--- src/rtl/core/stq_pkg.sv ---
// Shared types and constants of the sorted timer queue.
package stq_pkg;

    localparam logic [15:0] ID_MAX = 16'hFFFF;

    // Command codes carried on s_tuser
    typedef enum logic [1:0] {
        CMD_START   = 2'd0,
        CMD_STOP    = 2'd1,
        CMD_RESCHED = 2'd2,
        CMD_PEEK    = 2'd3
    } cmd_t;

    // Result status codes
    typedef enum logic [1:0] {
        STAT_OK        = 2'd0,
        STAT_FULL      = 2'd1,
        STAT_NOT_FOUND = 2'd2,
        STAT_EXHAUSTED = 2'd3
    } stat_t;

    // Read address source
    typedef enum logic [1:0] {
        RD_IDX  = 2'd0,
        RD_NEXT = 2'd1,
        RD_PREV = 2'd2,
        RD_HEAD = 2'd3
    } rd_sel_t;

    // Walk index update
    typedef enum logic [2:0] {
        IDX_HOLD  = 3'd0,
        IDX_ZERO  = 3'd1,
        IDX_INC   = 3'd2,
        IDX_DEC   = 3'd3,
        IDX_POS   = 3'd4,
        IDX_COUNT = 3'd5
    } idx_op_t;

    // Controller states
    typedef enum logic [3:0] {
        S_IDLE,
        S_SCAN_RD,
        S_SCAN_CHK,
        S_DECIDE,
        S_REM_RD,
        S_REM_WR,
        S_REM_END,
        S_INS_PREP,
        S_INS_RD,
        S_INS_CHK,
        S_SHIFT_RD,
        S_SHIFT_WR,
        S_INS_WR,
        S_HEAD_RD,
        S_DONE
    } state_t;

    // Controller to datapath commands
    typedef struct packed {
        logic    latch_in;
        logic    clr_scan;
        logic    scan_chk;
        logic    rd_en;
        rd_sel_t rd_sel;
        logic    wr_shift;
        logic    wr_new;
        idx_op_t idx_op;
        logic    pos_from_idx;
        logic    ins_prep;
        logic    cnt_dec;
        logic    cnt_inc;
        logic    set_status;
        stat_t   status_code;
        logic    out_load;
    } stq_cmd_t;

    // Datapath to controller status
    typedef struct packed {
        cmd_t cmd;
        logic count_zero;
        logic found;
        logic full;
        logic max_exh;
        logic scan_last;
        logic rem_last;
        logic idx_eq_count;
        logic idx_eq_pos;
        logic ins_stop;
        logic out_free;
    } stq_stat_t;

endpackage

--- src/rtl/core/stq_ram.sv ---
// Generic single-write, single-read RAM with registered read data.
module stq_ram #(
    parameter int WIDTH = 8,
    parameter int DEPTH = 16
) (
    input  logic                             aclk,
    input  logic                             we,
    input  logic [$clog2(DEPTH > 1 ? DEPTH : 2)-1:0] waddr,
    input  logic [WIDTH-1:0]                 wdata,
    input  logic                             re,
    input  logic [$clog2(DEPTH > 1 ? DEPTH : 2)-1:0] raddr,
    output logic [WIDTH-1:0]                 rdata
);
    logic [WIDTH-1:0] mem [DEPTH];
    logic [WIDTH-1:0] rdata_reg;

    // write port
    always_ff @(posedge aclk) begin
        if (we) begin
            mem[waddr] <= wdata;
        end
    end

    // read port, data held until the next read
    always_ff @(posedge aclk) begin
        if (re) begin
            rdata_reg <= mem[raddr];
        end
    end

    assign rdata = rdata_reg;
endmodule

--- src/rtl/core/stq_ctrl.sv ---
// Controller state machine: sequences the scan, remove, insert and head read.
module stq_ctrl (
    input  logic               aclk,
    input  logic               aresetn,
    input  logic               s_tvalid,
    output logic               s_tready,
    input  stq_pkg::stq_stat_t st,
    output stq_pkg::stq_cmd_t  cmd
);
    import stq_pkg::*;

    state_t state_reg, state_next;

    always_ff @(posedge aclk) begin
        if (!aresetn) begin
            state_reg <= S_IDLE;
        end else begin
            state_reg <= state_next;
        end
    end

    assign s_tready = (state_reg == S_IDLE);

    // next state
    always_comb begin
        state_next = state_reg;
        case (state_reg)
            S_IDLE: begin
                if (s_tvalid) begin
                    state_next = S_SCAN_RD;
                end
            end
            S_SCAN_RD: begin
                if (st.cmd == CMD_PEEK) begin
                    state_next = S_HEAD_RD;
                end else if (st.count_zero) begin
                    state_next = S_DECIDE;
                end else begin
                    state_next = S_SCAN_CHK;
                end
            end
            S_SCAN_CHK: state_next = st.scan_last ? S_DECIDE : S_SCAN_RD;
            S_DECIDE: begin
                if (st.found) begin
                    state_next = S_REM_RD;
                end else if (st.cmd == CMD_START) begin
                    state_next = S_INS_PREP;
                end else begin
                    state_next = S_HEAD_RD;
                end
            end
            S_REM_RD:  state_next = st.rem_last ? S_REM_END : S_REM_WR;
            S_REM_WR:  state_next = S_REM_RD;
            S_REM_END: state_next = (st.cmd == CMD_STOP) ? S_HEAD_RD : S_INS_PREP;
            S_INS_PREP: begin
                if (st.cmd == CMD_START && (st.full || st.max_exh)) begin
                    state_next = S_HEAD_RD;
                end else begin
                    state_next = S_INS_RD;
                end
            end
            S_INS_RD:   state_next = st.idx_eq_count ? S_SHIFT_RD : S_INS_CHK;
            S_INS_CHK:  state_next = st.ins_stop ? S_SHIFT_RD : S_INS_RD;
            S_SHIFT_RD: state_next = st.idx_eq_pos ? S_INS_WR : S_SHIFT_WR;
            S_SHIFT_WR: state_next = S_SHIFT_RD;
            S_INS_WR:   state_next = S_HEAD_RD;
            S_HEAD_RD:  state_next = S_DONE;
            S_DONE: begin
                if (st.out_free) begin
                    state_next = S_IDLE;
                end
            end
            default: state_next = S_IDLE;
        endcase
    end

    // command outputs
    always_comb begin
        cmd             = '0;
        cmd.rd_sel      = RD_IDX;
        cmd.idx_op      = IDX_HOLD;
        cmd.status_code = STAT_OK;
        case (state_reg)
            S_IDLE: begin
                if (s_tvalid) begin
                    cmd.latch_in = 1'b1;
                    cmd.clr_scan = 1'b1;
                    cmd.idx_op   = IDX_ZERO;
                end
            end
            S_SCAN_RD: begin
                cmd.rd_en = 1'b1;
            end
            S_SCAN_CHK: begin
                cmd.scan_chk = 1'b1;
                cmd.idx_op   = st.scan_last ? IDX_HOLD : IDX_INC;
            end
            S_DECIDE: begin
                if (st.found) begin
                    cmd.idx_op = IDX_POS;
                end else if (st.cmd != CMD_START) begin
                    cmd.set_status  = 1'b1;
                    cmd.status_code = STAT_NOT_FOUND;
                end
            end
            S_REM_RD: begin
                cmd.rd_en  = !st.rem_last;
                cmd.rd_sel = RD_NEXT;
            end
            S_REM_WR: begin
                cmd.wr_shift = 1'b1;
                cmd.idx_op   = IDX_INC;
            end
            S_REM_END: begin
                cmd.cnt_dec = 1'b1;
            end
            S_INS_PREP: begin
                if (st.cmd == CMD_START && st.full) begin
                    cmd.set_status  = 1'b1;
                    cmd.status_code = STAT_FULL;
                end else if (st.cmd == CMD_START && st.max_exh) begin
                    cmd.set_status  = 1'b1;
                    cmd.status_code = STAT_EXHAUSTED;
                end else begin
                    cmd.ins_prep = 1'b1;
                    cmd.idx_op   = IDX_ZERO;
                end
            end
            S_INS_RD: begin
                if (st.idx_eq_count) begin
                    cmd.pos_from_idx = 1'b1;
                end else begin
                    cmd.rd_en = 1'b1;
                end
            end
            S_INS_CHK: begin
                if (st.ins_stop) begin
                    cmd.pos_from_idx = 1'b1;
                    cmd.idx_op       = IDX_COUNT;
                end else begin
                    cmd.idx_op = IDX_INC;
                end
            end
            S_SHIFT_RD: begin
                cmd.rd_en  = !st.idx_eq_pos;
                cmd.rd_sel = RD_PREV;
            end
            S_SHIFT_WR: begin
                cmd.wr_shift = 1'b1;
                cmd.idx_op   = IDX_DEC;
            end
            S_INS_WR: begin
                cmd.wr_new  = 1'b1;
                cmd.cnt_inc = 1'b1;
            end
            S_HEAD_RD: begin
                cmd.rd_en  = 1'b1;
                cmd.rd_sel = RD_HEAD;
            end
            S_DONE: begin
                cmd.out_load = st.out_free;
            end
            default: ;
        endcase
    end
endmodule

--- src/rtl/core/stq_dp.sv ---
// Datapath: entry memory, walk index, scan results and the result register.
module stq_dp #(
    parameter int DEPTH         = 16,
    parameter int ENDPOINT_BITS = 16
) (
    input  logic               aclk,
    input  logic               aresetn,
    input  logic [95:0]        s_tdata,
    input  logic [1:0]         s_tuser,
    output logic               m_tvalid,
    input  logic               m_tready,
    output logic [87:0]        m_tdata,
    input  stq_pkg::stq_cmd_t  cmd,
    output stq_pkg::stq_stat_t st
);
    import stq_pkg::*;

    localparam int AW = $clog2(DEPTH > 1 ? DEPTH : 2);
    localparam int CW = $clog2(DEPTH + 1);
    localparam int EW = (ENDPOINT_BITS < 16) ? ENDPOINT_BITS : 16;
    // record layout: endpoint, period, deadline, id from the lowest bit up
    localparam int P_LO = EW;
    localparam int D_LO = EW + 31;
    localparam int I_LO = EW + 63;
    localparam int RW   = EW + 79;

    // captured beat
    cmd_t          cmd_reg;
    logic [31:0]   now_reg;
    logic [30:0]   period_reg;
    logic [EW-1:0] ep_reg;
    logic [15:0]   tid_reg;

    // walk and scan state
    logic [CW-1:0] count_reg, idx_reg, pos_reg;
    logic          found_reg;
    logic [15:0]   maxid_reg;
    logic [30:0]   sv_period_reg;
    logic [EW-1:0] sv_ep_reg;
    logic [RW-1:0] new_rec_reg;
    stat_t         status_reg;
    logic [15:0]   assigned_reg;
    logic          m_tvalid_reg;
    logic [87:0]   m_tdata_reg;

    // memory ports
    logic [RW-1:0] rdata;
    logic [AW-1:0] raddr, waddr;
    logic [RW-1:0] wdata;
    logic          we;

    logic [CW-1:0] idx_p1, idx_m1;
    logic [15:0]   rd_id;
    logic [31:0]   rd_deadline, diff;
    logic [30:0]   new_period;
    logic [15:0]   new_id;
    logic [EW-1:0] new_ep;
    logic [87:0]   out_word;

    assign idx_p1      = idx_reg + CW'(1);
    assign idx_m1      = idx_reg - CW'(1);
    assign rd_id       = rdata[RW-1:I_LO];
    assign rd_deadline = rdata[I_LO-1:D_LO];
    assign diff        = rd_deadline - new_rec_reg[I_LO-1:D_LO];

    // read address
    always_comb begin
        case (cmd.rd_sel)
            RD_IDX:  raddr = idx_reg[AW-1:0];
            RD_NEXT: raddr = idx_p1[AW-1:0];
            RD_PREV: raddr = idx_m1[AW-1:0];
            RD_HEAD: raddr = '0;
            default: raddr = '0;
        endcase
    end

    // write port: shifted entry at the index, or the new entry at its place
    assign we    = cmd.wr_shift | cmd.wr_new;
    assign waddr = cmd.wr_new ? pos_reg[AW-1:0] : idx_reg[AW-1:0];
    assign wdata = cmd.wr_new ? new_rec_reg : rdata;

    stq_ram #(.WIDTH(RW), .DEPTH(DEPTH)) u_ram (
        .aclk  (aclk),
        .we    (we),
        .waddr (waddr),
        .wdata (wdata),
        .re    (cmd.rd_en),
        .raddr (raddr),
        .rdata (rdata)
    );

    // status to the controller
    always_comb begin
        st.cmd          = cmd_reg;
        st.count_zero   = (count_reg == '0);
        st.found        = found_reg;
        st.full         = (count_reg == CW'(DEPTH));
        st.max_exh      = (maxid_reg == ID_MAX);
        st.scan_last    = (idx_p1 == count_reg);
        st.rem_last     = (idx_p1 >= count_reg);
        st.idx_eq_count = (idx_reg == count_reg);
        st.idx_eq_pos   = (idx_reg == pos_reg);
        st.ins_stop     = (diff != 32'd0) && !diff[31];
        st.out_free     = !m_tvalid_reg || m_tready;
    end

    // fields of the entry being inserted
    assign new_period = (cmd_reg == CMD_START) ? period_reg : sv_period_reg;
    assign new_ep     = (cmd_reg == CMD_START) ? ep_reg : sv_ep_reg;
    assign new_id     = (cmd_reg == CMD_START) ? maxid_reg + 16'd1 : tid_reg;

    // result word: status, assigned id and the head read just before
    always_comb begin
        out_word       = '0;
        out_word[1:0]  = status_reg;
        out_word[17:2] = assigned_reg;
        if (count_reg != '0) begin
            out_word[18]    = 1'b1;
            out_word[34:19] = rd_id;
            out_word[50:35] = 16'(rdata[EW-1:0]);
            out_word[82:51] = rd_deadline;
        end
    end

    // control registers
    always_ff @(posedge aclk) begin
        if (!aresetn) begin
            count_reg    <= '0;
            m_tvalid_reg <= 1'b0;
        end else begin
            if (cmd.cnt_inc) begin
                count_reg <= count_reg + CW'(1);
            end else if (cmd.cnt_dec) begin
                count_reg <= count_reg - CW'(1);
            end
            if (cmd.out_load) begin
                m_tvalid_reg <= 1'b1;
            end else if (m_tready) begin
                m_tvalid_reg <= 1'b0;
            end
        end
    end

    // walk, scan and payload registers
    always_ff @(posedge aclk) begin
        if (cmd.latch_in) begin
            cmd_reg      <= cmd_t'(s_tuser);
            now_reg      <= s_tdata[31:0];
            period_reg   <= s_tdata[62:32];
            ep_reg       <= s_tdata[63 +: EW];
            tid_reg      <= s_tdata[94:79];
            status_reg   <= STAT_OK;
            assigned_reg <= 16'd0;
        end
        case (cmd.idx_op)
            IDX_ZERO:  idx_reg <= '0;
            IDX_INC:   idx_reg <= idx_p1;
            IDX_DEC:   idx_reg <= idx_m1;
            IDX_POS:   idx_reg <= pos_reg;
            IDX_COUNT: idx_reg <= count_reg;
            default:   idx_reg <= idx_reg;
        endcase
        if (cmd.clr_scan) begin
            found_reg <= 1'b0;
            maxid_reg <= 16'd0;
        end else if (cmd.scan_chk) begin
            // the matched entry is left out of the largest id
            if (rd_id == tid_reg && !found_reg) begin
                found_reg     <= 1'b1;
                pos_reg       <= idx_reg;
                sv_period_reg <= rdata[D_LO-1:P_LO];
                sv_ep_reg     <= rdata[EW-1:0];
            end else if (rd_id > maxid_reg) begin
                maxid_reg <= rd_id;
            end
        end
        if (cmd.pos_from_idx) begin
            pos_reg <= idx_reg;
        end
        if (cmd.set_status) begin
            status_reg <= cmd.status_code;
        end
        if (cmd.ins_prep) begin
            new_rec_reg <= {new_id, now_reg + {1'b0, new_period}, new_period, new_ep};
            if (cmd_reg == CMD_START) begin
                assigned_reg <= new_id;
            end
        end
        if (cmd.out_load) begin
            m_tdata_reg <= out_word;
        end
    end

    assign m_tvalid = m_tvalid_reg;
    assign m_tdata  = m_tdata_reg;

    a_count_range: assert property (@(posedge aclk) disable iff (!aresetn)
        count_reg <= CW'(DEPTH)) else $error("live count beyond depth");
    a_ins_room: assert property (@(posedge aclk) disable iff (!aresetn)
        cmd.cnt_inc |-> count_reg < CW'(DEPTH)) else $error("insert into full queue");
    a_no_overrun: assert property (@(posedge aclk) disable iff (!aresetn)
        cmd.out_load |-> (!m_tvalid_reg || m_tready)) else $error("result overwritten");
    a_rem_found: assert property (@(posedge aclk) disable iff (!aresetn)
        cmd.cnt_dec |-> found_reg) else $error("removal without match");
endmodule

--- src/rtl/core/sorted_timer_queue.sv ---
// Sorted timer queue: up to DEPTH timers ordered by wrapped deadline.
// One beat at a time. The result is loaded once the steps that the command needs are
// done (scan, removal of a match, insert search and shift, plus decide, prepare and
// head read), later while an earlier result is pending and m_tready is low; a peek
// skips the scan and goes to the head read. The next beat is taken the cycle after the load.
// Synchronous active-low reset empties the queue; entries are not cleared.
module sorted_timer_queue #(
    parameter int DEPTH         = 16,
    parameter int ENDPOINT_BITS = 16
) (
    input  logic        aclk,
    input  logic        aresetn,
    input  logic        s_tvalid,
    output logic        s_tready,
    // now_ms[31:0], period_ms[62:32], endpoint[78:63], timer_id[94:79], zero pad
    input  logic [95:0] s_tdata,
    // command[1:0]
    input  logic [1:0]  s_tuser,
    output logic        m_tvalid,
    input  logic        m_tready,
    // status[1:0], assigned_id[17:2], head_valid[18], head_id[34:19],
    // head_endpoint[50:35], head_deadline[82:51], zero pad
    output logic [87:0] m_tdata
);
    import stq_pkg::*;

    stq_cmd_t  cmd;
    stq_stat_t st;

    stq_ctrl u_ctrl (
        .aclk     (aclk),
        .aresetn  (aresetn),
        .s_tvalid (s_tvalid),
        .s_tready (s_tready),
        .st       (st),
        .cmd      (cmd)
    );

    stq_dp #(.DEPTH(DEPTH), .ENDPOINT_BITS(ENDPOINT_BITS)) u_dp (
        .aclk     (aclk),
        .aresetn  (aresetn),
        .s_tdata  (s_tdata),
        .s_tuser  (s_tuser),
        .m_tvalid (m_tvalid),
        .m_tready (m_tready),
        .m_tdata  (m_tdata),
        .cmd      (cmd),
        .st       (st)
    );
endmodule
--- config.mk ---
export PLATFORM = sky130hd
export DESIGN_NAME = sorted_timer_queue
export DESIGN_NICKNAME = d
export VERILOG_FILES = /design/src/rtl/core/stq_pkg.sv /design/src/rtl/core/stq_ram.sv /design/src/rtl/core/stq_ctrl.sv /design/src/rtl/core/stq_dp.sv /design/src/rtl/core/sorted_timer_queue.sv
export SDC_FILE = /design/constraint.sdc
export NUM_CORES = 2
export LEC_CHECK = 0
export BUFFER_PORTS_ARGS = -buffer_cell sky130_fd_sc_hd__buf_2
export CORE_MARGIN = 3
export CORE_UTILIZATION = 55
export DETAILED_ROUTE_END_ITERATION = 7
export PLACE_DENSITY = 0.71
export SETUP_SLACK_MARGIN = 0.05
export SYNTH_ARGS = -nofsm -noshare
export SYNTH_HDL_FRONTEND = slang
export SYNTH_SLANG_ARGS = --single-unit
--- constraint.sdc ---
create_clock -name aclk -period 12 [get_ports aclk]
set_clock_uncertainty 0.1 [all_clocks]
set_input_delay 1.8 -clock aclk [delete_from_list [all_inputs] [get_ports aclk]]
set_output_delay 1.8 -clock aclk [all_outputs]
set_load 0.01 [all_outputs]
==> results by group <==
Drt
  • Initial DRC count: between 5,000 and 6,000
  • Pre-antenna DRT Iters: 6
  • Drt drc: 0
  • Final WL: 197,000 um
  • DR vias/cell: around 6.2
  • Antenna Nets Post-Route: 0
  • Avg WL per Cell: ~24 um
  • DR vias: 49,900

Logic synthesis
  • Post-synth ARST share: 0
  • Most common flop cell mapped by yosys: edfxtp_1
  • Mapped Cells: between 5,000 and 6,000
  • Share of Yosys cell area claimed by the top area cell type: 0.715
  • Synth warn: 0
  • Post-synth EDFFs: roughly 1,900
  • Area leader, netlist: edfxtp_1
  • Synth Cell Area: 81,900 um^2
  • Synthesized flop and latch total: 1,992
  • Sequential area share after synthesis: 0.725
  • Avg Inst Size Synth: 13.9 um^2
  • Distinct cells, synth: 93
  • Top cells by area, synth: edfxtp_1 (71%), nand2_1 (4.8%), a211oi_1 (4.4%)

Cells and area
  • Ant diodes: 0
  • Design Area, Final: slightly above 90,000 um^2
  • Area Overhead vs Synth: 11.1%
  • Max FFs per register: 1,520
  • NumNets Final: 6,202
  • Share of layout cells above drive strength 1: 0.108
  • Final core occ: 0.620

Power and ir drop
  • Cell Pwr Density: 272 nW/um^2
  • Max rail drop VDD: around 450 uV
  • Cell leakage power: roughly 30 nW
  • Post-layout power: ~25 mW

Worst setup path
  • Peak fanout along the critical path: 31
  • Critical Path Source Type: flop
  • Worst EP arrival: roughly 6.4 ns
  • Critical Path RT: 12.48 ns
  • Nature of the critical path endpoint: flop
  • R2R Setup Slk: ~6.1 ns
  • WS Path Type: reg2reg
  • Reg2reg path depth: 17

STA
  • Endpoints failing hold: 0
  • Fmax: around 170 MHz
  • RSZ-0062 raised after global routing: false
  • Tmin final: between 5 and 6 ns
  • Fin Setup TNS: 0 ns
  • Actual slew at the worst max-slew pin: 1.22 ns
  • Rel. slew slack: 0.188
  • Final Cycle Share: 0.495
  • Final setup fails: 0
  • Setup slack after layout: 6.06 ns
  • Final Max Slew Viols: 0

Global route
  • Initial antenna violation count: 0
  • Global route overflow: 0
  • Largest net degree at the start of global routing: 234
  • First-pass GRT wire length: between 200,000 and 300,000 um
  • All-Layer GR Usage: 0.256
  • Vias in the first global route: approximately 48,000

Place
  • GP Congestion: between 0.8 and 0.9
  • Worst slack, placed: roughly 6.2 ns
  • Placed inst area: 84,800 um^2
  • DP HPWL: ~100,000 um
  • PortBufs: roughly 190

Flow run
  • # Max-Cap Violations: 0

Min path
  • Hold Crit Depth: 0
  • Worst hold path type: reg2reg

Clocking
  • Total CTS buffers: between 150 and 200
  • Post-CTS Setup Inserts: 0
  • CTS tree: done
  • Clk root buf: clkbuf_16
  • H-tree levels: 4
  • Clk buf depth: 3
  • CTS clk-pin slew, worst paths: 0.06 ns
  • CTS resizes: 0
  • Clock Sinks: 1,992
  • Hold Buf Count CTS: 0
  • Clock insertion delay at the later pin of the skew report: 0.83 ns

Floorplanning
  • Die width: between 300 and 400 um
  • Core ar.: ~150,000 um^2
  • Die footprint: about 150,000 um^2
  • Chip height: just under 400 um
  • Starting density of the core: 0.558
  • Row count: between 100 and 150
  • I/O pins: 192

Outcome
  • Status: finished, final reports clean
[final cells by class]
class                           instances  area [um^2]
Sequential cell                      1992        59400
Fill cell                           10700        55800
Multi-Input combinational cell       3440        20800
Clock buffer                          246         5160
Tap cell                             1917         2400
Timing Repair Buffer                  287         1840
Clock inverter                        112         1000
Inverter                               90          348
[per-stage QoR]
stage | instances | hold WS [ns]
after CTS | 8084 | 0.321
after detailed placement | 7726 | 0.307
after floorplan | 5912 | 0.300
final | 8084 | 0.323
after global placement | 7726 | 0.302
after global routing | 8084 | 0.335
[power by group]
| group | internal (mW) | switching, mW | total (mW) |
|---|---|---|---|
| clock | 3.31 | 2.59 | 5.90 |
| combinational | 2.84 | 6.27 | 9.11 |
| sequential | 9.28 | 0.434 | 9.71 |
[cells by family after synthesis]
family,share of synthesized area
compound gates,0.118
xor+xnor,0.00899
fa+ha+maj,0.0143
buf+inv,0.0229
flops,0.725
mux,0.00952
other cells,0.0000458
simple gates,0.101
[cell usage in the layout (no fill, tap or decap), types with 85 or more instances in the layout]
cell       count
edfxtp_1    1949
nand2_1     1057
a211oi_1     482
and2_1       444
a21oi_1      282
clkbuf_16    199
a31oi_1      198
a311oi_1     191
buf_2        185
nor2_1        91
buf_4         90
ha_1          89
o21ai_0       86
inv_1         85
[synth_stat cells (all sizes together), types with 7 or more instances]
master  count
o21a       20
and3        9
a311oi    192
nor2      110
buf        57
a211oi    485
a31oi     199
nand2    1057
mux2i      25
o21ai      96
dfxtp      43
a22oi       7
xor2       32
mux2       47
nor3       38
and4        7
inv        88
a21oi     291
nand4      15
xnor2      52
clkbuf    333
nand2b     16
edfxtp   1949
and2      450
nor2b      17
ha         89
nand3      48
a21o       31
o21bai      7
nor4        8
[critical path, stage by stage, from the launching register on]
cell and delay (ns):
edfxtp_1 0.49, nor2_4 0.14, buf_4 0.53, mux2_2 0.32, ha_1 0.21, inv_1 0.07, fa_1 0.39, nor2b_1 0.13
o21a_1 0.13, o21ai_0 0.18, a211oi_1 0.61, nor3_1 0.20, o41ai_1 0.93, a41oi_1 0.41, a21oi_1 0.43, o21a_1 0.19
nor2_1 0.05, xnor2_1 0.12
[final timing paths]
| check | startpoint | to |
|---|---|---|
| min reg2reg | u_dp.status_reg[1]$_SDFFCE_PN0P_ | u_dp.m_tdata[1]$_DFFE_PP_ |
| min | u_dp.status_reg[1]$_SDFFCE_PN0P_ | u_dp.m_tdata[1]$_DFFE_PP_ |
| max reg2reg | u_dp.cmd_reg[1]$_DFFE_PP_ | u_dp.new_rec_reg[77]$_DFFE_PP_ |
| max | u_dp.cmd_reg[1]$_DFFE_PP_ | u_dp.new_rec_reg[77]$_DFFE_PP_ |
[layer usage]
layer | global-route usage | share of wire
met1 | 0.370 | 0.41
met2 | 0.409 | 0.48
met3 | 0.0381 | 0.083
met4 | 0.0745 | 0.024
met5 | 0 | 0
Power figures use the tool's default switching activity.
